===== config.mk =====
export PLATFORM = sky130hd
export DESIGN_NAME = gvs_ram
export DESIGN_NICKNAME = d
export VERILOG_FILES = /design/src/design/gvs_ram.sv
export SDC_FILE = /design/constraint.sdc
export NUM_CORES = 1
export LEC_CHECK = 0
export BUFFER_PORTS_ARGS = -buffer_cell sky130_fd_sc_hd__buf_2
export CAP_MARGIN = 20
export CORE_AREA = 3 3 142 75
export DETAILED_ROUTE_END_ITERATION = 10
export DIE_AREA = 0 0 145 78
export PLACE_DENSITY = 0.72
export SYNTH_ARGS = -nofsm -noshare
export SYNTH_HDL_FRONTEND = slang
export SYNTH_SLANG_ARGS = --single-unit

===== constraint.sdc =====
create_clock -name clk -period 2.7 [get_ports clk]
set_clock_uncertainty 0.1 [all_clocks]
set_input_delay 0.54 -clock clk [delete_from_list [all_inputs] [get_ports clk]]
set_output_delay 0.54 -clock clk [all_outputs]
set_load 0.03 [all_outputs]

===== src/design/gvs_ram.sv =====
// Generic simple dual-port RAM with registered read.
`timescale 1ns / 1ps

module gvs_ram #(
  parameter int DATA_W = 8,
  parameter int DEPTH  = 16,
  localparam int ADDR_W = (DEPTH > 1) ? $clog2(DEPTH) : 1
) (
  input  logic              clk,
  input  logic              we,
  input  logic [ADDR_W-1:0] waddr,
  input  logic [DATA_W-1:0] wdata,
  input  logic              re,
  input  logic [ADDR_W-1:0] raddr,
  output logic [DATA_W-1:0] rdata
);

  logic [DATA_W-1:0] mem [DEPTH];

  // Write port
  always_ff @(posedge clk) begin
    if (we) begin
      mem[waddr] <= wdata;
    end
  end

  // Read port, old data on a same-address collision
  always_ff @(posedge clk) begin
    if (re) begin
      rdata <= mem[raddr];
    end
  end

endmodule


# --- Yosys cells after proc, flatten, opt, wreduce, memory -nomap -nowiden ---
# Memories as Yosys holds them, arrays and structs flattened. A register that Yosys moved wholly into a read port is not among the register bits.
# Index checks and enable logic that the tools add are counted.
totals:
  wordCells: 3
  regBits: 0
  mem_bits_rw: 128
  memories: 1
  inputBits: 19
mem_list:
  columns: ["name", "depth", "word_bits", "read_ports", "rd_clocked_by_memory_dff", "wr", "line", "text"]
  rows:
  - ["mem", 16, 8, 1, 1, 1, "18", "logic [DATA_W-1:0] mem [DEPTH];"]
classes:
  mux: 2
op_table:
  columns: ["operator", "count"]
  rows:
  - ["$mux W1", 2]

# --- Depth between registers and ports, before layout ---
logic_depth:
  depth_word: 2
  mapped_depth: 5
  ltp_nobuf: 3

# --- Worst setup path before layout ---
# No wires, ideal clock.
synth_path:
  path_kind: "input to register"
  from: "in waddr[2]"
  to: "mem mem[0][0] (enable)"
  setup_slack_ns: 0.567
  setup_time_ns: 0.383
  n_path_buf: 0
  arrival_ns: 1.650
  required_ns: 2.217
  stages: 2
  cell_sequence: "or3b_2 > nor3_1"
synth_rtl:
  columns: ["item", "line", "text"]
  rows:
  - ["from (decl)", "11", "input logic [ADDR_W-1:0] waddr,"]
  - ["to (decl)", "18", null]
# Straight into the memory's write port.

==> flow_summary.yaml <==
setup_path:
  path_class: "in2reg"
  cp.arrival_ps: 2040
  critPathMaxFanout: 14
  crit_path_end_kind: "flip-flop"
  worstPathRequired_ps: 2750
  critPathLaunchType: "input pin"
die:
  die_y_um: 78
  dieArea_mm2: 0.0113
  io_pins: 27
  start_util_pct: 55.5
  row_count: 25
  die_x_um: 145
  core_area_mm2: 0.00942
clock_network:
  insertion_delay_ps: 410
  cts_root_buffer: "clkbuf_16"
  cts_htree_levels: 4
  cts_tree: "done"
  post-cts-setup-buffers: 0
  cts_buffer_depth: 2
  cts.clk_slew.worst_paths_ps: 60
  cts_sinks: 136
  cts_resized: 0
  holdBufCountCts: 0
  cts_buffers: 17
final_layout:
  drive_gt1_share_pct: 31.1
  diodes: 0
  multi_input_area_mm2: 0.00106
  nets: 305
  area_growth_syn_to_layout_pct: 18.1
  fillers: 587
  ff_latch_area_mm2: 0.00408
  fin_area_mm2: 0.00618
  final_cells: 434
detailed_routing:
  wl_per_cell_um: 24.3
  ant_nets: 0
  routed.top_layer: "met4"
  vias: 2548
  drcViolationCount: 0
  dr_wl_met3_um: 793
  wl_met2_mm: 5.10
  drt_iter0_markers: 238
  dr.pass1.iters: 5
  routed_wl_mm: 10.6
  m1WireLength_mm: 4.51
  vias_per_cell: 5.87
synth:
  yosysTopAreaCell: "edfxtp_1"
  syn_area_mm2: 0.00523
  ys.flop_type: "edfxtp_1"
  ys_warn_count: 0
  synthesis.nets: 248
  synth_area_per_cell_um2: 22.8
  ys_seq_area_share_pct: 78.1
  yosys-top-cells-area: "edfxtp_1 78%, mux4_2 7.8%, mux4_1 7.0%, a22oi_1 2.3%, nor2_1 0.93%"
  yosys.cell_count.top_type: "edfxtp_1"
  synth_edf_count: 136
  syn_inst: 229
  synth.top_cells.by_count: "136 x edfxtp_1, 18 x mux4_2, 16 x a22oi_1"
  synth_cell_types: 18
  synth-seq-cells: 136
  async_reset_ff_share_pct: 0
  yosysTopAreaCellShare_pct: 78.1
min_path:
  min_path_type: "in2reg"
timing:
  relSlewSlack_pct: 46.6
  final.period_utilization_pct: 73.6
  rsz0062_at_grt: "no"
  drv_slew: 0
  finalHoldViolCount: 0
  tightest_slew_ps: 800
  setup-tns-final_ps: 0
  setup_viol: 0
  final.setup.worst_slack_ps: 712
  fmax_mhz: 503
  timing.final.crit_period_ps: 1990
grt:
  grt_usage_pct: 20.2
  grt_pass1_vias: 2586
  grt_max_degree: 27
  grt_overflow_total: 0
  grt_antenna_before_repair: 0
  grt_pass1_wl_mm: 16.2
place:
  place_hpwl_mm: 6.35
  dp.cells: 402
  pre_cts_ws_ps: 254
  place_congestion: 0.744
  portBuffers: 26
  post_dp_cell_area_mm2: 0.00563
pwr:
  finalPower_mw: 4.76
  ir_drop_uv: 418
  p_leak_nw: 2.10
  cellPowerDensity_mw_per_mm2: 771
run_status:
  outcome: "finished, final reports clean"
flow_run:
  drv_cap: 0
## flip-flops by register name, summed over array words and instances (netlist names)
register / flops
mem: 128
rdata: 8
## worst paths after layout
kind         startpoint  endpoint  slack, ps  cells past startpoint
max            raddr[0]  rdata[0]        710                      6
min                  re  rdata[5]        390                      1
max reg2reg   mem[2][3]  rdata[3]        950                      3
min reg2reg  mem[15][1]  rdata[1]        640                      3
## worst max-delay path: stages
cell and delay (ps):
buf_2 210, buf_12 210, buf_4 190, mux4_1 560, a22oi_1 240, nand2_1 80
## cells by family after synthesis
kind of cell	share of synthesized area (%)
AND/OR/NAND/NOR	3.14
buffers and inverters	1.65
AO/OA/AOI/OAI	2.30
flip-flops	78.1
multiplexers	14.8
## stage by stage
step	util, %	hold slack (ps)
after floorplan	-	539
after global placement	59.8	627
after detailed placement	59.8	631
after CTS	65.6	386
after global routing	65.6	386
final	65.6	393
## placed cells by master (no fill, tap or decap), drive strengths merged
cell      instances
edfxtp          136
buf              48
mux4             32
clkbuf           20
a22oi            16
nor2             13
nand2             9
clkinv            9
nor3              4
nand3b            2
nand2b            2
bufinv            2
nor2b             1
and2              1
and2b             1
nand3             1
or3b              1
clkinvlp          1
## cell type report
class                           count  share of cell area, %
Clock buffer                       20                   7.07
Clock inverter                     12                   1.76
Multi-Input combinational cell     83                   17.1
Sequential cell                   136                   66.1
Tap cell                          135                   2.74
Timing Repair Buffer               48                   5.19
## power by group
part | total [mW] | internal [mW] | switching, mW
Sequential | 2.39 | 2.38 | 0.0130
Combinational | 0.243 | 0.0959 | 0.147
Clock | 2.12 | 1.34 | 0.787
## layer usage
metal	vias up	GRT usage [%]
li1	1094	-
met5	-	0
met4	0	5.97
met1	1322	28.5
met2	119	31.0
met3	13	6.42
(Power assumes the default switching activity.)
