--- config.mk ---
export PLATFORM = sky130hd
export DESIGN_NAME = gvs_seq
export DESIGN_NICKNAME = d
export VERILOG_FILES = /design/src/design/gvs_pkg.sv /design/src/design/gvs_seq.sv
export SDC_FILE = /design/constraint.sdc
export NUM_CORES = 1
export LEC_CHECK = 0
export BUFFER_PORTS_ARGS = -buffer_cell sky130_fd_sc_hd__buf_2
export CAP_MARGIN = 25
export CORE_AREA = 2 2 86 88
export CTS_BUF_LIST = sky130_fd_sc_hd__clkbuf_2
export CTS_CLUSTER_DIAMETER = 60
export DETAILED_ROUTE_END_ITERATION = 16
export DIE_AREA = 0 0 88 90
export GPL_TIMING_DRIVEN = 0
export PLACE_DENSITY = 0.81
export SYNTH_ARGS = -nofsm -noshare
export SYNTH_HDL_FRONTEND = slang
export SYNTH_SLANG_ARGS = --single-unit
--- constraint.sdc ---
create_clock -name clk -period 4.1 [get_ports clk]
set_clock_uncertainty 0.15 [all_clocks]
set_input_delay 0.205 -clock clk [delete_from_list [all_inputs] [get_ports clk]]
set_output_delay 0.205 -clock clk [all_outputs]
set_load 0.02 [all_outputs]
--- src/design/gvs_pkg.sv ---
// Shared constants, register codes and control types of the vertical Sobel filter.
`timescale 1ns / 1ps

package gvs_pkg;

  // Default build parameters
  localparam int MAX_WIDTH_DEF  = 1024;
  localparam int GRAY_FRAC_DEF  = 16;

  // Fixed field widths
  localparam int PIX_W     = 8;
  localparam int CFG_W     = 11;
  localparam int CFG_IDX_W = 2;
  localparam int ROW_W     = CFG_W + 1;

  // Configuration register indexes
  localparam logic [CFG_IDX_W-1:0] REG_IMAGE_WIDTH  = 2'd0;
  localparam logic [CFG_IDX_W-1:0] REG_IMAGE_HEIGHT = 2'd1;

  // Configuration reset values
  localparam logic [CFG_W-1:0] IMAGE_WIDTH_RST  = 11'd256;
  localparam logic [CFG_W-1:0] IMAGE_HEIGHT_RST = 11'd256;

  // Input item kinds
  localparam logic REQ_PIXEL = 1'b0;
  localparam logic REQ_FLUSH = 1'b1;

  // Output clamp ceiling
  localparam logic [PIX_W-1:0] EDGE_MAX = 8'd255;

  // Per-item border masks and result control
  typedef struct packed {
    logic emit;
    logic last;
    logic left_en;
    logic right_en;
    logic top_en;
    logic bot_en;
  } tap_flags_t;

endpackage

--- src/design/gvs_seq.sv ---
// Frame geometry registers, raster position counters and border mask generation.
`timescale 1ns / 1ps

module gvs_seq import gvs_pkg::*; #(
  parameter int MAX_WIDTH = MAX_WIDTH_DEF,
  localparam int ADDR_W = $clog2(MAX_WIDTH)
) (
  input  logic                 clk,
  input  logic                 rst_n,
  input  logic                 cfg_we,
  input  logic [CFG_IDX_W-1:0] cfg_index,
  input  logic [CFG_W-1:0]     cfg_data,
  input  logic                 accept,
  output logic [ADDR_W-1:0]    col_addr,
  output tap_flags_t           flags
);

  localparam int CNT_W = (ADDR_W + 1 > ROW_W) ? ADDR_W + 1 : ROW_W;

  logic [CFG_W-1:0]  width_r, width_nxt;
  logic [CFG_W-1:0]  height_r, height_nxt;
  logic [ADDR_W-1:0] col_r, col_nxt;
  logic [ROW_W-1:0]  row_r, row_nxt;

  logic [CFG_W-1:0]  eff_w;
  logic [CFG_W-1:0]  eff_h;
  logic [CNT_W-1:0]  wx, hx, colx, rowx;
  logic [CNT_W-1:0]  ctr_col, ctr_row, col_inc;
  logic              col_zero;
  logic              cfg_hit;

  // Clamp the width to what the line store holds; a zero width or height counts as one
  always_comb begin
    if (width_r == '0) begin
      eff_w = CFG_W'(1);
    end else if (int'(width_r) > MAX_WIDTH) begin
      eff_w = CFG_W'(MAX_WIDTH);
    end else begin
      eff_w = width_r;
    end
    eff_h = (height_r == '0) ? CFG_W'(1) : height_r;
  end

  assign wx   = CNT_W'(eff_w);
  assign hx   = CNT_W'(eff_h);
  assign colx = CNT_W'(col_r);
  assign rowx = CNT_W'(row_r);
  assign col_zero = (col_r == '0);

  // Locate the pixel whose window closes with this item
  always_comb begin
    ctr_col = col_zero ? wx - CNT_W'(1) : colx - CNT_W'(1);
    ctr_row = col_zero ? rowx - CNT_W'(2) : rowx - CNT_W'(1);
    flags.emit     = (rowx >= CNT_W'(2)) || ((rowx == CNT_W'(1)) && !col_zero);
    flags.last     = (rowx == hx + CNT_W'(1)) && col_zero;
    flags.left_en  = (ctr_col != '0);
    flags.right_en = (ctr_col != wx - CNT_W'(1));
    flags.top_en   = (ctr_row != '0);
    flags.bot_en   = (ctr_row != hx - CNT_W'(1));
  end

  assign col_addr = col_r;
  assign col_inc  = colx + CNT_W'(1);
  assign cfg_hit  = cfg_we && ((cfg_index == REG_IMAGE_WIDTH) ||
                               (cfg_index == REG_IMAGE_HEIGHT));

  // Register writes restart the frame; transfers advance the raster position
  always_comb begin
    width_nxt  = width_r;
    height_nxt = height_r;
    col_nxt    = col_r;
    row_nxt    = row_r;
    if (cfg_we && (cfg_index == REG_IMAGE_WIDTH)) begin
      width_nxt = cfg_data;
    end
    if (cfg_we && (cfg_index == REG_IMAGE_HEIGHT)) begin
      height_nxt = cfg_data;
    end
    priority if (cfg_hit) begin
      col_nxt = '0;
      row_nxt = '0;
    end else if (accept && flags.last) begin
      col_nxt = '0;
      row_nxt = '0;
    end else if (accept && (col_inc >= wx)) begin
      col_nxt = '0;
      row_nxt = row_r + ROW_W'(1);
    end else if (accept) begin
      col_nxt = col_inc[ADDR_W-1:0];
    end
  end

  always_ff @(posedge clk) begin
    if (!rst_n) begin
      width_r  <= IMAGE_WIDTH_RST;
      height_r <= IMAGE_HEIGHT_RST;
      col_r    <= '0;
      row_r    <= '0;
    end else begin
      width_r  <= width_nxt;
      height_r <= height_nxt;
      col_r    <= col_nxt;
      row_r    <= row_nxt;
    end
  end

endmodule

* After elaboration in Yosys (flattened, before gate mapping)
Cells that the tools add are included.
** Storage, ports and cells
- Register bits after elaboration :: 44
- Latch bits :: 0
- RAM bits :: 0
- ROM bits :: 0
- Bits of input ports :: 17
- Output and inout bits :: 16
- Memories :: 0
** Cells by class
- Add/sub/neg operators :: 8
- $mul :: 0
- Div/mod/pow operators :: 0
- $lt $le $gt $ge :: 3
- Equal/unequal tests :: 5
- Shifts and indexed selects :: 0
- Mux-type cells :: 5
- Bitwise logic cells :: 1
- Reduce and logical (&&, ||, !) cells :: 18
** Operators with widths (number)
- 2-to-1 mux 11 bit :: 3
- 2-to-1 mux 12 bit :: 2
- != test 12 bit :: 2
- nonzero test 12 bit :: 2
- subtractor 11 x 1 -> 12 bit (second input constant) :: 2
- zero test 11 bit :: 2
- adder 11 x 1 -> 12 bit (second input constant) :: 1
- adder 12 x 1 -> 12 bit (second input constant) :: 1
- equality test 12 x 1 -> 1 bit (second input constant) :: 1
- equality test 12 bit :: 1
- >= comparator 12 x 2 -> 1 bit (second input constant) :: 1
- subtractor 12 x 1 -> 12 bit (second input constant) :: 1
- subtractor 12 x 2 -> 12 bit (second input constant) :: 1
- adder 10 x 1 -> 11 bit (second input constant) :: 1
- >= comparator 11 bit :: 1
- greater-than comparator 11 bit (second input constant) :: 1
- subtractor 10 x 1 -> 11 bit (second input constant) :: 1
- zero test 10 bit :: 1
- logical AND 1 bit :: 7
- OR reduction 4 bit :: 1
- OR reduction 3 bit :: 1
- equality test 2 x 1 -> 1 bit (second input constant) :: 1
- zero test 2 bit :: 1
- logical OR 1 bit :: 2
- 2 further kinds :: 2

* Logic depth before layout (Yosys ltp)
- Depth in word-level cells :: 7
- Gate-level depth with buffers :: 15

* Worst setup path before layout
OpenSTA, ideal clock, no wires.
- Kind :: reg2reg
- Start point :: reg col_r[1], in the netlist col_addr[1]
- End point :: reg row_r[6]
- Library setup time :: 70 ps
- Arrival time :: 3371 ps
- Data required time :: 3880 ps
- Slack :: 509 ps
- Stages on the path, launching flop included :: 16
- Buffers on the path :: 2
- Path through :: dfxtp_1 ha_1 and3_1 and3_1 and3_1 xor2_1 ha_1 a21o_1 a21o_1 a21o_1 a22oi_1 o21a_1 clkbuf_1 clkbuf_1 o21ai_0 a21oi_1
** On the way
- Elaborated cells between the ends (all ways) :: 7
- Those cells by class :: 1 x add/sub; 1 x order compare; 5 x reduce/logical
** RTL lines
- start: declaration :: line gvs_seq.sv:22 : logic [ADDR_W-1:0] col_r, col_nxt;
- start signal: assignment :: line gvs_seq.sv:102 : col_r <= col_nxt;
- adder 10 x 1 -> 11 bit :: line gvs_seq.sv:63 : assign col_inc = colx + CNT_W'(1);
- via col_inc[8] :: line gvs_seq.sv:28 : logic [CNT_W-1:0] ctr_col, ctr_row, col_inc;
- >= comparator 11 bit :: line gvs_seq.sv:85 : end else if (accept && (col_inc >= wx)) begin
- logical AND 1 bit :: line gvs_seq.sv:85
- end signal: assignment :: line gvs_seq.sv:103 : row_r <= row_nxt;
- end: declaration :: line gvs_seq.sv:23 : logic [ROW_W-1:0] row_r, row_nxt;
The timed path passes the listed nets, and every way through them passes these cells.
A chain may end at the register's enable or synchronous reset.

==> impl_metrics.csv <==
group,metric,value,unit
worst_setup_path,start_kind,"flop",
clocking,cts_htree_levels,2,
clocking,clk_path_buf_depth,2,
clocking,cts.reportedPaths.clkPinSlew,0.22,ns
clocking,numCtsBuffers,5,
worst_setup_path,arrival,3.50,ns
worst_setup_path,startpoint,"height_r[7]$_SDFFE_PN0P_",
run_status,status,"completed",
synth,syn_inst,544,
timing,tightest_slew,0.707,ns
synth,avgSynthCellArea,7.82,um2
worst_setup_path,crit_top_cell,"buf_2",
synth,yosysUniqueCellTypes,69,
timing,fin_crit_sh,0.941,
timing,rsz0062_at_grt,"no",
die,coreArea,7020,um2
layout,layout-drive-gt1-share,0.131,
timing,finalHoldViolCount,0,
worst_setup_path,crit_path_end_kind,"primary output",
synth,synth_ff_type,"dfxtp_1",
layout,syn2layout_area_growth,10.9,%
routing,vias_per_cell,6.15,
routing,drtIter0Drc,296,
timing,period_needed,3.86,ns
synth,ys_seq_elements,44,
hold_path,min_from,"cfg_index[1]",
hold_path,min_path_cells,4,
layout,final_util,0.672,
synth,synthTopCellsByArea,"dfxtp_1 (21%), xnor2_1 (7.6%), ha_1 (6.5%)",
die,initial_core_util,0.606,
timing,fin_tns_setup,0,ns
hold_path,hold_class,"input port to flop",
layout,num_antenna_cells,0,
synth,synth.top_cell.area_share,0.207,
worst_setup_path,slowest_stage,"nor4_2",
die,die_h,90,um
die,die_x,88,um
die,dieArea,7920,um2
worst_setup_path,reg2regPathDepth,14,
pwr,p_leak,1.98,nW
worst_setup_path,cp-endpoint,"flags[0]",
timing,slew_headroom,0.529,
routing,drtPass1Iterations,5,
grt,antenna_found_initial,0,
run,maxCapViolCount,0,
grt,grt_pass1_wl,18800,um
layout,fillers,628,
synth,syn-cell-area,4260,um2
clocking,cts_sinks,44,
synth,yosysMostFrequentCell,"nand2_1",
layout,nNetsFinal,633,
pwr,power_density,199,nW/um2
routing,ant_nets,0,
grt,grtUsageTotal,0.290,
grt,gr-total-overflow,0,
worst_setup_path,reg2reg_to,"row_r[11]$_SDFFE_PP0P_",
synth,synth_edf_count,0,
placement,dp_hpwl,8260,um
worst_setup_path,critical_path_required,3.74,ns
grt,grt_max_degree,13,
die,pin_count,33,
synth,yosysSeqAreaShare,0.207,
routing,wl_per_cell,16.1,um
worst_setup_path,crit_path_cell_trace,"buf_2 -> nor4_2 -> a41oi_1 -> ha_1 -> or2_2 -> a211o_1 -> a31oi_1 -> o2111ai_1 -> a2111o_1 -> buf_2",
routing,routed_wl,11200,um
synth,synth_nets,583,
routing,routed-via-count,4259,
placement,port-buffer-count,32,
worst_setup_path,reg2reg_slack,0.40,ns
clocking,cts_tree,"built",
synth,synthTopCellsByCount,"nand2_1 (49), dfxtp_1 (44), xnor2_1 (37), clkbuf_1 (29), nor3_1 (29)",
grt,grt_pass1_vias,4076,
timing,maxSlewViolCount,0,
clocking,clock_latency,0.41,ns
synth,yosysTopAreaCell,"dfxtp_1",
die,row_count,31,
worst_setup_path,worstSetupPathType,"flop to primary output",
timing,clock.fmax,259,MHz
timing,setup_viol,0,
worst_setup_path,r2r_start,"col_addr[1]$_SDFFE_PP0P_",
placement,gp_congestion,0.954,
routing,drc,0,
worst_setup_path,cp_slowest_stage_delay,0.40,ns
synth,yosysWarningCount,0,
worst_setup_path,worstPathMaxFanout,10,
clocking,clock-root-buffer,"clkbuf_2",
pwr,irDropWorstVdd,0.000167,V
synth,async_flop_share,0,
[power by group]
part	leakage [nW]	switching (mW)	internal, mW
Sequential	0.357	0.0119	0.438
Clock	0.0239	0.141	0.0352
Combinational	1.59	0.178	0.137
Total	1.98	0.330	0.610
[registers in the layout (all words and copies together) (netlist names)]
name and flops:
height_r 11, col_addr 10, row_r 12, width_r 11
[per-layer routing]
layer / track usage / part of all wire / vias up
li1: - / - / 2072
met1: 0.352 / 0.42 / 1990
met2: 0.488 / 0.49 / 151
met3: 0.0404 / 0.045 / 46
met4: 0.146 / 0.047 / 0
met5: 0 / 0 / -
[kinds of logic (layout without fill, tap and decap cells)]
family / Yosys count / in the layout / share of synthesized area
mux: 25 / 25 / 0.0591
compound gates: 97 / 97 / 0.158
buf+inv: 59 / 109 / 0.0585
xor+xnor: 64 / 64 / 0.135
simple gates: 233 / 233 / 0.318
flops: 44 / 44 / 0.207
fa+ha+maj: 22 / 22 / 0.0647
[metrics by stage]
stage                     std cells  hold slack (ns)  power, mW  instance area (um2)  worst slack [ns]
final                           693           0.0574      0.941                 4720             0.244
after global routing            693            0.111      0.993                 4720            0.0202
after CTS                       695           0.0474      0.933                 4710            0.0268
after detailed placement        675            0.299      0.751                 4540             0.118
after global placement          675            0.290      0.743                 4540             0.107
after floorplan                 544            0.180      0.685                 4260             0.509
[critical path, delay by kind of cell, from the launching register on]
family / cells / cell delay, ns
flops: 1 / 0.35
simple gates: 2 / 0.73
fa+ha+maj: 1 / 0.40
buf+inv: 2 / 0.34
compound gates: 5 / 1.25
[cell usage in the layout (no fill, tap or decap), types with 4 or more instances in the layout]
| cell | instances |
|---|---|
| a21oi_1 | 24 |
| a31oi_1 | 5 |
| and3_1 | 10 |
| or3_1 | 9 |
| nand2_1 | 49 |
| nor2_1 | 27 |
| nor2b_1 | 22 |
| or4_1 | 11 |
| nand2b_1 | 6 |
| nor3_1 | 28 |
| dlygate4sd3_1 | 13 |
| nand3b_1 | 4 |
| clkbuf_1 | 24 |
| nor4_1 | 8 |
| o21a_1 | 4 |
| xor2_1 | 26 |
| a21o_1 | 8 |
| dfxtp_1 | 43 |
| clkbuf_2 | 7 |
| nand4_1 | 11 |
| buf_2 | 46 |
| nor3b_1 | 6 |
| mux2i_1 | 24 |
| o21ai_0 | 14 |
| o2111ai_1 | 4 |
| inv_1 | 12 |
| ha_1 | 21 |
| nand3_1 | 17 |
| xnor2_1 | 37 |
| o31ai_1 | 6 |
[worst min path at each step]
stage                                           end  slack, ns
after floorplan            height_r[8]$_SDFFE_PN1P_       0.18
after global routing      height_r[10]$_SDFFE_PN0P_       0.11
after detailed placement   height_r[8]$_SDFFE_PN1P_       0.30
after CTS                 height_r[10]$_SDFFE_PN0P_       0.05
final                     height_r[10]$_SDFFE_PN0P_       0.06
after global placement     height_r[8]$_SDFFE_PN1P_       0.29
[final cells by class]
type | count | area [um2] | share of cell area
Clock buffer | 5 | 25.0 | 0.00530
Multi-Input combinational cell | 441 | 3150 | 0.667
Inverter | 12 | 45.0 | 0.00954
Timing Repair Buffer | 45 | 290 | 0.0615
Tap cell | 99 | 124 | 0.0262
Clock inverter | 2 | 7.51 | 0.00159
Sequential cell | 44 | 882 | 0.187
Buffer | 45 | 200 | 0.0424
[timing repair]
action,CTS,global route
gates resized for setup,2,11
hold buffers,13,0
pin swaps,0,1
setup endpoints to repair,2,14
hold endpoints to repair,22,0
buffers inserted,0,0
Power figures use the tool's default switching activity.
