## src/design/gvs_pkg.sv

```systemverilog
// Shared constants, register codes and control types of the vertical Sobel filter.
`timescale 1ns / 1ps

package gvs_pkg;

  // Default build parameters
  localparam int MAX_WIDTH_DEF  = 1024;
  localparam int GRAY_FRAC_DEF  = 16;

  // Fixed field widths
  localparam int PIX_W     = 8;
  localparam int CFG_W     = 11;
  localparam int CFG_IDX_W = 2;
  localparam int ROW_W     = CFG_W + 1;

  // Configuration register indexes
  localparam logic [CFG_IDX_W-1:0] REG_IMAGE_WIDTH  = 2'd0;
  localparam logic [CFG_IDX_W-1:0] REG_IMAGE_HEIGHT = 2'd1;

  // Configuration reset values
  localparam logic [CFG_W-1:0] IMAGE_WIDTH_RST  = 11'd256;
  localparam logic [CFG_W-1:0] IMAGE_HEIGHT_RST = 11'd256;

  // Input item kinds
  localparam logic REQ_PIXEL = 1'b0;
  localparam logic REQ_FLUSH = 1'b1;

  // Output clamp ceiling
  localparam logic [PIX_W-1:0] EDGE_MAX = 8'd255;

  // Per-item border masks and result control
  typedef struct packed {
    logic emit;
    logic last;
    logic left_en;
    logic right_en;
    logic top_en;
    logic bot_en;
  } tap_flags_t;

endpackage

```

## src/design/gvs_window.sv

```systemverilog
// Sliding column window, vertical Sobel sum, clamp and output register.
`timescale 1ns / 1ps

module gvs_window import gvs_pkg::*; #(
  parameter int LUM_W  = PIX_W + GRAY_FRAC_DEF,
  parameter int FRAC_W = GRAY_FRAC_DEF
) (
  input  logic             clk,
  input  logic             rst_n,
  input  logic             s1_valid,
  input  tap_flags_t       s1_flags,
  input  logic [LUM_W-1:0] new_top,
  input  logic [LUM_W-1:0] new_bot,
  input  logic             out_ready,
  output logic             advance,
  output logic             out_valid,
  output logic [PIX_W-1:0] edge_value,
  output logic             frame_last
);

  localparam int SUM_W = LUM_W + 2;
  localparam int ACC_W = SUM_W + 1;
  localparam int Q_W   = SUM_W - FRAC_W;

  logic [LUM_W-1:0] top_r [3];
  logic [LUM_W-1:0] bot_r [3];
  logic             s2_valid_r;
  tap_flags_t       s2_flags_r;
  logic             out_valid_r;
  logic [PIX_W-1:0] edge_r, edge_nxt;
  logic             last_r;

  logic [LUM_W-1:0] t0, t1, t2, b0, b1, b2;
  logic [SUM_W-1:0] top_sum, bot_sum;
  logic [ACC_W-1:0] acc;
  logic [Q_W-1:0]   quot;

  // Hold everything only when a result is due and the output is still full
  assign advance = !(out_valid_r && !out_ready && s2_valid_r && s2_flags_r.emit);

  // Shift the window by one column per transfer
  always_ff @(posedge clk) begin
    if (advance && s1_valid) begin
      top_r[0] <= top_r[1];
      top_r[1] <= top_r[2];
      top_r[2] <= new_top;
      bot_r[0] <= bot_r[1];
      bot_r[1] <= bot_r[2];
      bot_r[2] <= new_bot;
    end
  end

  always_ff @(posedge clk) begin
    if (!rst_n) begin
      s2_valid_r <= 1'b0;
    end else if (advance) begin
      s2_valid_r <= s1_valid;
    end
  end

  always_ff @(posedge clk) begin
    if (advance) begin
      s2_flags_r <= s1_flags;
    end
  end

  // Mask taps that fall outside the image
  always_comb begin
    t0 = (s2_flags_r.left_en && s2_flags_r.top_en) ? top_r[0] : '0;
    t1 = s2_flags_r.top_en ? top_r[1] : '0;
    t2 = (s2_flags_r.right_en && s2_flags_r.top_en) ? top_r[2] : '0;
    b0 = (s2_flags_r.left_en && s2_flags_r.bot_en) ? bot_r[0] : '0;
    b1 = s2_flags_r.bot_en ? bot_r[1] : '0;
    b2 = (s2_flags_r.right_en && s2_flags_r.bot_en) ? bot_r[2] : '0;
  end

  // Weight 1,2,1 above minus 1,2,1 below, then clamp and drop the fraction
  always_comb begin
    top_sum = SUM_W'(t0) + {1'b0, t1, 1'b0} + SUM_W'(t2);
    bot_sum = SUM_W'(b0) + {1'b0, b1, 1'b0} + SUM_W'(b2);
    acc     = {1'b0, top_sum} - {1'b0, bot_sum};
    quot    = acc[SUM_W-1:FRAC_W];
    if (acc[ACC_W-1]) begin
      edge_nxt = '0;
    end else if (quot > Q_W'(EDGE_MAX)) begin
      edge_nxt = EDGE_MAX;
    end else begin
      edge_nxt = quot[PIX_W-1:0];
    end
  end

  // Output register
  always_ff @(posedge clk) begin
    if (!rst_n) begin
      out_valid_r <= 1'b0;
    end else if (advance && s2_valid_r && s2_flags_r.emit) begin
      out_valid_r <= 1'b1;
    end else if (out_ready) begin
      out_valid_r <= 1'b0;
    end
  end

  always_ff @(posedge clk) begin
    if (advance && s2_valid_r && s2_flags_r.emit) begin
      edge_r <= edge_nxt;
      last_r <= s2_flags_r.last;
    end
  end

  assign out_valid  = out_valid_r;
  assign edge_value = edge_r;
  assign frame_last = last_r;

endmodule

```

## config.mk

```make
export PLATFORM = sky130hd
export DESIGN_NAME = gvs_window
export DESIGN_NICKNAME = d
export VERILOG_FILES = /design/src/design/gvs_pkg.sv /design/src/design/gvs_window.sv
export SDC_FILE = /design/constraint.sdc
export NUM_CORES = 1
export LEC_CHECK = 0
export BUFFER_PORTS_ARGS = -buffer_cell sky130_fd_sc_hd__buf_4
export CAP_MARGIN = 20
export CORE_ASPECT_RATIO = 1.25
export CORE_MARGIN = 5
export CORE_UTILIZATION = 60
export CTS_CLUSTER_DIAMETER = 100
export DETAILED_ROUTE_END_ITERATION = 8
export GPL_TIMING_DRIVEN = 1
export PLACE_DENSITY = 0.8
export SYNTH_ARGS = -nofsm -noshare
export SYNTH_HDL_FRONTEND = slang
export SYNTH_SLANG_ARGS = --single-unit
export TNS_END_PERCENT = 10
```

## constraint.sdc

```tcl
create_clock -name clk -period 11.4 [get_ports clk]
set_input_delay 1.14 -clock clk [delete_from_list [all_inputs] [get_ports clk]]
set_output_delay 1.14 -clock clk [all_outputs]
set_load 0.01 [all_outputs]
```

==> Word level (Yosys, flattened, before mapping) <==
Memory sizes are Yosys's and may differ from the RTL's.
Index checks and enable logic that the tools add are counted.
{ "op_classes": {"muxes": 11, "n_reduce_logical": 13, "magnitude_cmp": 1, "addsub": 5} }
{ "op_table": {"columns": ["op", "n"], "rows": [
  ["$mux W24", 6],
  ["$add A24 B25 Y26", 2],
  ["$add A26 B24 Y26", 2],
  ["$sub A26 B26 Y27", 1],
  ["$gt A10 B8 Y1 const B", 1],
  ["$logic_and A1 B1 Y1", 10],
  ["$mux W8", 1],
  ["$mux W1", 4],
  ["$logic_not A1 Y1", 2],
  ["$reduce_bool A2 Y1", 1]
]} }
{ "word_totals": {"elab_cells": 42, "input_bits": 58, "memories": 2, "mem_bits_rw": 144, "register_bits": 17} }
{ "memory_table": {"columns": ["memory", "words", "word_bits", "read_ports", "rd_ports_with_merged_regs", "wr", "line", "source"], "rows": [
  ["bot_r", 3, 24, 3, 0, 3, "gvs_window.sv:26", "logic [LUM_W-1:0] bot_r [3];"],
  ["top_r", 3, 24, 3, 0, 3, "gvs_window.sv:25", "logic [LUM_W-1:0] top_r [3];"]
]} }

==> Depth between registers and ports, before layout <==
Gate-level depths: netlist (run 1).
{ "depth": {"word_depth": 8, "ltp_mapped": 18} }

==> Worst setup path after synthesis (run 1) <==
OpenSTA, ideal clock, no wires.
{ "synth_path": {"path_type": "in2reg", "startpoint": "input port out_ready", "endpoint": "memory bot_r[0][0] (netlist name) (enable)", "slack_ns": 2.275, "t_arrival_ns": 8.392, "n_path_buf": 0, "required_ns": 10.667, "path_stages": 2, "cell_sequence": "nor2b_1 -> a31oi_1"} }
{ "synth_rtl": {"columns": ["item", "line", "source"], "rows": [
  ["start: declaration", "gvs_window.sv:14", "input logic out_ready,"],
  ["end: declaration", "gvs_window.sv:26", null]
]} }

==> Worst setup path in the final report (run 1) <==
{ "layout_path": {"startpoint": "register s2_flags_r[0] (netlist name)", "endpoint": "register edge_r[4] (netlist: edge_value[4]) (data pin)"} }
{ "layout_via": {"elab_chain_len": 7, "elab_cells_between_ends": 10, "cone_classes": "3 x add/sub; 1 x order compare; 4 x mux; 2 x reduce/logical"} }
{ "layout_rtl": {"columns": ["item", "line", "source"], "rows": [
  ["start: declaration", "gvs_window.sv:28", "tap_flags_t s2_flags_r;"],
  ["start signal: assignment", "gvs_window.sv:63", "s2_flags_r <= s1_flags;"],
  ["$logic_and A1 B1 Y1", "gvs_window.sv:72", "b0 = (s2_flags_r.left_en && s2_flags_r.bot_en) ? bot_r[0] : '0;"],
  ["$mux W24", "gvs_window.sv:72", null],
  ["$add A24 B25 Y26", "gvs_window.sv:80", "bot_sum = SUM_W'(b0) + {1'b0, b1, 1'b0} + SUM_W'(b2);"],
  ["$add A26 B24 Y26 (*)", "gvs_window.sv:80", null],
  ["$sub A26 B26 Y27 (*)", "gvs_window.sv:81", "acc = {1'b0, top_sum} - {1'b0, bot_sum};"],
  ["$gt A10 B8 Y1", "gvs_window.sv:85", "end else if (quot > Q_W'(EDGE_MAX)) begin"],
  ["$mux W8", "gvs_window.sv:85", null],
  ["end signal: assignment", "gvs_window.sv:105", "edge_r <= edge_nxt;"],
  ["end: declaration", "gvs_window.sv:30", "logic [PIX_W-1:0] edge_r, edge_nxt;"]
]} }
Every way passes the cells marked *; elsewhere a longest branch is shown, timed or not.
A chain may end at the register's enable or synchronous reset.

==> Implementation_results.wiki, run 1 <==
{| class="wikitable"
! Metric !! Value
|-
| Latest clock arrival within the worst-skew pair || 430 ps
|-
| Post-Synthesis Mean Instance Area || 13.8 um^2
|-
| Sequential area share after synthesis || 54.5%
|-
| Global-route congestion overflow total || 0
|-
| Slowest cell on crit path || sky130_fd_sc_hd__and2_0
|-
| Fraction of layout cells with a size suffix above 1 || 16.4%
|-
| Unrepaired setup endpoints after global routing || no
|-
| Pin count of the biggest net entering global routing || 93
|-
| Net count after synthesis || 817
|-
| Width of the die || 119 um
|-
| Warning count from the yosys run || 0
|-
| Total of fill cells in the finished design || 919
|-
| Hold buffer count at CTS || 0
|-
| Final setup violating endpoints || 0
|-
| TritonCTS buffer count || 17
|-
| TritonRoute pass-1 iters || 5
|-
| Lkg Pwr || 0.00425 uW
|-
| Clk Tree Root Cell || sky130_fd_sc_hd__clkbuf_16
|-
| H-Tree Depth || 4
|-
| Cell area power density || 180 nW/um^2
|-
| Average via count per standard cell || 5.56
|-
| Post-CTS resize count || 0
|-
| Actual transition at the worst max-transition pin || 868 ps
|-
| DRT iter0 DRCs || 355
|-
| Dominant delay contributor by cell family on the critical path || adder cells
|-
| Total Negative Setup Slacks || 0 ps
|-
| Post-CTS Setup Inserts || 0
|-
| VDD IR-drop max || 0.123 mV
|-
| Most used cells in the layout excluding fill and tap cells || sky130_fd_sc_hd__edfxtp_1 (159), sky130_fd_sc_hd__inv_1 (100), sky130_fd_sc_hd__fa_1 (94)
|-
| Required time of the worst setup path || 11560 ps
|-
| Setup crit start kind || flop
|-
| Cell area after technology mapping || 8830 um^2
|-
| Die Area || 17300 um^2
|-
| Area share of the leading cell type in the synthesized netlist || 54.1%
|-
| Max-cap violations || 0
|-
| Count of flip-flops with a built-in enable after synthesis || 159
|-
| Post-detailed-placement half-perimeter wirelength || 11200 um
|-
| Distinct cells, synth || 45
|-
| First-pass GRT wire length || 27700 um
|-
| GRT Overall Usage || 20.5%
|-
| Fin area || 10100 um^2
|-
| Floorplan die height || 146 um
|-
| Post-layout nets || 892
|-
| Initial antenna violation count || 0
|-
| Count of inserted antenna diode cells || 0
|-
| Type of element capturing the critical path || flop
|-
| Multi-input gate area || 3570 um^2
|-
| Largest clock skew in the final design || 6.75 ps
|-
| DRC Markers || 0
|-
| Most common cell after layout, fill and taps aside || sky130_fd_sc_hd__edfxtp_1
|-
| Area occupied by registers || 4810 um^2
|-
| Count of mapped cells out of synthesis || 639
|-
| Number of buffers on the longest clock path || 2
|-
| Leading register cell type out of synthesis || sky130_fd_sc_hd__edfxtp_1
|-
| I/O pin count || 69
|-
| Dominant cell type by count on the critical path || sky130_fd_sc_hd__fa_1
|-
| Worst slew margin || 42.1%
|-
| Initial Utilization || 61.3%
|-
| Drt total wl || 16200 um
|-
| Final estimated routing congestion in global placement || 0.822
|-
| Setup Crit Path Kind || flop to flop
|-
| Final Max Slew Viols || 0
|-
| Share of synthesized registers carrying an async set or reset || 0%
|-
| Clock transition at the registers of the reported paths || 70 ps
|-
| Top area cells in the synthesized netlist || sky130_fd_sc_hd__edfxtp_1 (54%), sky130_fd_sc_hd__fa_1 (21%), sky130_fd_sc_hd__inv_1 (4.3%)
|-
| Cell accounting for the most synthesized area || sky130_fd_sc_hd__edfxtp_1
|-
| Arr. time, crit path || 5990 ps
|-
| Via count of the first global-routing pass || 5590
|-
| Sink count of the clock tree || 161
|-
| Cell area after placement || 9550 um^2
|-
| Number of hold-slack violations in the final timing report || 0
|-
| Result of the run || completed
|-
| Area growth syn-to-layout || 14.9%
|-
| Max stage delay on crit path || 590 ps
|-
| Sequence of cells on the critical path || buf_4 -> and2_0 -> buf_4 -> nand2_1 -> fa_1 -> fa_1 -> inv_1 -> fa_1 -> inv_1 -> ha_1 -> a21oi_1 -> o211ai_1 -> o22ai_1 -> a21oi_1 -> a31o_1 -> a211oi_2 -> o22ai_2 -> a31oi_2
|-
| Final core utilization || 70.4%
|-
| Core region area || 14400 um^2
|-
| Final ANT Viol Nets || 0
|-
| Register bit total from synthesis || 161
|-
| Port Buffers || 68
|-
| Final clock period utilization by the worst path || 51.1%
|-
| Placement Rows || 49
|-
| CTS tree || done
|-
| Buffers plus inverters on the worst setup path || 4
|-
| Final routed wire length divided by cell count || 17.9 um
|-
| Worst hold-check path type || flop to flop
|-
| Top achievable clock speed || 0.172 GHz
|-
| Critical path peak fanout || 31
|-
| Final critical delay including setup and external delays || 5830 ps
|-
| Total number of vias || 5034
|}
[flip-flops by register name (all words and copies together) (netlist names)]
name        cells
out_valid       1
edge_value      8
s2_valid_r      1
top_r          72
s2_flags_r      6
bot_r          72
frame_last      1
[where the power goes]
part	switching (uW)	internal, uW
Combinational	316	240
Clock	246	307
Sequential	15.3	698
[worst reg2reg max path, cell delays in order (launching register included)]
cell                       delay (ps)
sky130_fd_sc_hd__edfxtp_1         340
sky130_fd_sc_hd__buf_4            330
sky130_fd_sc_hd__and2_0           590
sky130_fd_sc_hd__buf_4            310
sky130_fd_sc_hd__nand2_1          100
sky130_fd_sc_hd__fa_1             510
sky130_fd_sc_hd__fa_1             550
sky130_fd_sc_hd__inv_1             60
sky130_fd_sc_hd__fa_1             530
sky130_fd_sc_hd__inv_1             40
sky130_fd_sc_hd__ha_1             320
sky130_fd_sc_hd__a21oi_1          100
sky130_fd_sc_hd__o211ai_1         250
sky130_fd_sc_hd__o22ai_1          130
sky130_fd_sc_hd__a21oi_1          290
sky130_fd_sc_hd__a31o_1           430
sky130_fd_sc_hd__a211oi_2         160
sky130_fd_sc_hd__o22ai_2          350
sky130_fd_sc_hd__a31oi_2          130
[cell usage after synthesis (2+ instances only)]
cell and instances:
sky130_fd_sc_hd__a211oi_2 3, sky130_fd_sc_hd__edfxtp_1 159, sky130_fd_sc_hd__xnor2_1 4, sky130_fd_sc_hd__and2_1 24, sky130_fd_sc_hd__o21a_1 2, sky130_fd_sc_hd__fa_1 94
sky130_fd_sc_hd__nand2_1 77, sky130_fd_sc_hd__dfxtp_1 2, sky130_fd_sc_hd__inv_1 100, sky130_fd_sc_hd__nor2_1 7, sky130_fd_sc_hd__o21ai_0 4, sky130_fd_sc_hd__a31oi_1 2
sky130_fd_sc_hd__a21oi_1 17, sky130_fd_sc_hd__ha_1 26, sky130_fd_sc_hd__xor2_1 2, sky130_fd_sc_hd__a21o_1 5, sky130_fd_sc_hd__a31o_1 3, sky130_fd_sc_hd__clkbuf_1 18
sky130_fd_sc_hd__nor2b_1 4, sky130_fd_sc_hd__nand3_1 15, sky130_fd_sc_hd__and3_1 47
[final timing paths]
check,startpoint,endpoint,slack (ps),cells past startpoint
worst max-delay path,s2_flags_r[0],edge_value[4],5570,18
worst min-delay path,s2_flags_r[4],frame_last,420,0
worst max register to register,s2_flags_r[0],edge_value[4],5570,18
worst min register to register,s2_flags_r[4],frame_last,420,0
[final cells by class]
class / instances / area share, %
Clock inverter: 15 / 1.47
Multi-Input combinational cell: 358 / 35.2
Tap cell: 178 / 2.19
Clock buffer: 17 / 4.19
Timing Repair Buffer: 76 / 5.82
Sequential cell: 161 / 47.4
Inverter: 100 / 3.70
[stage by stage]
stage,hold slack (ps),total power (uW),setup slack (ps),cells
floorplan,400,1150,2280,639
finish,423,1820,5570,905
detailed placement,406,1270,5620,872
global placement,403,1240,5870,872
global route,429,1940,5210,905
CTS,422,1830,5590,904
[cell families after synthesis]
| family | share of synthesized area [%] |
|---|---|
| AOI/OAI and AO/OA | 4.48 |
| xor gates and xnor gates | 0.595 |
| adders and majority gates | 25.0 |
| buffers and inverters | 5.20 |
| DFF | 54.5 |
| and+or+nand+nor | 10.2 |
[layer usage]
layer  wire length [um]  vias up  GRT usage (%)  share of wire, %
met1               6270     2518           26.1                39
li1                   -     2309              -                 -
met3                909       38           3.97               5.6
met4                425        0           8.39               2.6
met2               8590      169           34.8                53
met5                  0        -              0                 0
Power figures use the tool's default switching activity.
==> run 2, diff against run 1 <==
==> constraint.sdc (replaced) <==
create_clock -name clk -period 5.45 [get_ports clk]
set_input_delay 0.545 -clock clk [delete_from_list [all_inputs] [get_ports clk]]
set_output_delay 0.545 -clock clk [all_outputs]
set_load 0.01 [all_outputs]
==> run 2 against run 1 <==
Clock skew about the same. Combinational power grew 110%. Via count is 0.70% higher. Count of clock-buffer cells in the layout grew 3. Fmax up 15%. Non-clock buffer count up 2. Register-to-register slack worse by 5200 ps. Core utilization is 0.36 points higher. Global-route usage grew 0.24 points. Sequential share of layout area decreased by 0.24 points. Critical endpoint unchanged. Largest power group unchanged.
==> Implementation_results.wiki, run 2 (synthesis gave the netlist of run 1 again) <==
{| class="wikitable"
! Metric !! Value
|-
| Required time of the worst setup path || 5610 ps
|-
| Post-detailed-placement half-perimeter wirelength || 11300 um
|-
| Average via count per standard cell || 5.59
|-
| Worst hold-check path type || input pin to flop
|-
| Setup Crit Path Kind || flop to flop
|-
| Worst reg2reg path depth || 17
|-
| Final Max Slew Viols || 0
|-
| Setup crit start kind || flop
|-
| Number of hold-slack violations in the final timing report || 0
|-
| Most used cells in the layout excluding fill and tap cells || sky130_fd_sc_hd__edfxtp_1 (159), sky130_fd_sc_hd__inv_1 (100), sky130_fd_sc_hd__fa_1 (94)
|-
| Lkg Pwr || 0.00427 uW
|-
| TritonRoute pass-1 iters || 5
|-
| Width of the die || 119 um
|-
| Placement Rows || 49
|-
| Initial Utilization || 61.3%
|-
| Most common cell after layout, fill and taps aside || sky130_fd_sc_hd__edfxtp_1
|-
| Multi-input gate area || 3570 um^2
|-
| Final routed wire length divided by cell count || 18.2 um
|-
| Fraction of layout cells with a size suffix above 1 || 16.5%
|-
| Largest clock skew in the final design || 6.95 ps
|-
| Hold buffer count at CTS || 0
|-
| TritonCTS buffer count || 17
|-
| DRC Markers || 0
|-
| Sink count of the clock tree || 161
|-
| First-pass GRT wire length || 28000 um
|-
| Top achievable clock speed || 0.197 GHz
|-
| Final ANT Viol Nets || 0
|-
| Depth of the worst hold-timing path || 1
|-
| Drt total wl || 16600 um
|-
| Initial antenna violation count || 0
|-
| Area occupied by registers || 4810 um^2
|-
| Clock transition at the registers of the reported paths || 60 ps
|-
| Clk Tree Root Cell || sky130_fd_sc_hd__clkbuf_16
|-
| Actual transition at the worst max-transition pin || 799 ps
|-
| Arr. time, crit path || 5240 ps
|-
| H-Tree Depth || 4
|-
| Result of the run || completed
|-
| Die Area || 17300 um^2
|-
| Cell area power density || 381 nW/um^2
|-
| Type of element capturing the critical path || flop
|-
| DRT iter0 DRCs || 429
|-
| Final clock period utilization by the worst path || 93.2%
|-
| Floorplan die height || 146 um
|-
| Final setup violating endpoints || 0
|-
| Total number of vias || 5069
|-
| Core region area || 14400 um^2
|-
| Setup WS post-layout || 369 ps
|-
| CTS tree || done
|-
| Setup WS pre-CTS || 339 ps
|-
| Area growth syn-to-layout || 15.5%
|-
| Worst slew margin || 46.7%
|-
| Via count of the first global-routing pass || 5711
|-
| Critical path peak fanout || 10
|-
| Count of inserted antenna diode cells || 0
|-
| Total of fill cells in the finished design || 927
|-
| Global-route congestion overflow total || 0
|-
| I/O pin count || 69
|-
| Post-layout nets || 894
|-
| Total Negative Setup Slacks || 0 ps
|-
| GRT Overall Usage || 20.8%
|-
| Max-cap violations || 0
|-
| Port Buffers || 68
|-
| Final estimated routing congestion in global placement || 0.882
|-
| Unrepaired setup endpoints after global routing || no
|-
| Latest clock arrival within the worst-skew pair || 430 ps
|-
| Number of buffers on the longest clock path || 2
|-
| Final critical delay including setup and external delays || 5080 ps
|-
| Pin count of the biggest net entering global routing || 145
|-
| Final core utilization || 70.8%
|-
| VDD IR-drop max || 0.303 mV
|}
[run 2: cell count changes in the layout (fill, tap and decap cells not counted), moves of 2 or more]
cell / delta
sky130_fd_sc_hd__inv_8: -3
sky130_fd_sc_hd__buf_12: +2
sky130_fd_sc_hd__bufinv_16: +2
sky130_fd_sc_hd__clkbuf_1: +2
sky130_fd_sc_hd__clkinvlp_4: +2
sky130_fd_sc_hd__inv_6: -2
[run 2: worst paths after layout]
check,startpoint,end,slack (ps)
min reg2reg,s2_flags_r[4],frame_last,430
max reg2reg,s2_flags_r[0],edge_value[4],370
min,new_top[20],top_r[0][68],280
max,s2_flags_r[0],edge_value[4],370
[run 2: repair_timing]
action	in CTS	in global routing
gates resized for setup	0	1
endpoints found under the hold margin	0	0
setup endpoints to repair	0	8
setup buffers	0	0
[run 2: where the power goes]
group / internal [uW] / switching [uW]
clock: 735 / 487
combinational: 505 / 664
sequential: 1460 / 33.4
[run 2: area by class of cell]
type                       instances  share of cell area [%]
sequential                       161                    47.2
multi-input combinational        358                    35.0
timing repair buffer              78                    5.99
clock buffer                      20                    4.38
inverter                         100                    3.68
tap                              178                    2.18
clock inverter                    12                    1.56
[run 2: metrics by stage]
step	instances	area [um^2]	power, uW	hold slack (ps)
2_1_floorplan	639	8840	2390	400
3_3_place_gp	875	9590	2610	402
3_5_place_dp	875	9590	2670	422
4_1_cts	907	10200	3900	267
5_1_grt	907	10200	4120	267
6_report	907	10200	3880	283
[run 2: worst max-delay path, stage by stage, from the launching register on]
cell                       delay, ps
sky130_fd_sc_hd__edfxtp_1        480
sky130_fd_sc_hd__and2_0          350
sky130_fd_sc_hd__buf_4           270
sky130_fd_sc_hd__nand2_1          90
sky130_fd_sc_hd__fa_1            390
sky130_fd_sc_hd__fa_1            540
sky130_fd_sc_hd__inv_1            70
sky130_fd_sc_hd__fa_1            530
sky130_fd_sc_hd__inv_1            40
sky130_fd_sc_hd__ha_1            330
sky130_fd_sc_hd__a21oi_1          80
sky130_fd_sc_hd__o211ai_1        270
sky130_fd_sc_hd__o22ai_1         130
sky130_fd_sc_hd__a21oi_1         300
sky130_fd_sc_hd__a31o_2          340
sky130_fd_sc_hd__a211oi_2        120
sky130_fd_sc_hd__o22ai_2         340
sky130_fd_sc_hd__a31oi_2         130
[run 2: metal layers]
layer,up-vias,track usage (%),wire length (um)
met2,157,35.1,8660
met3,38,4.78,982
met5,-,0,0
met4,0,8.34,412
met1,2569,26.0,6500
li1,2305,-,-
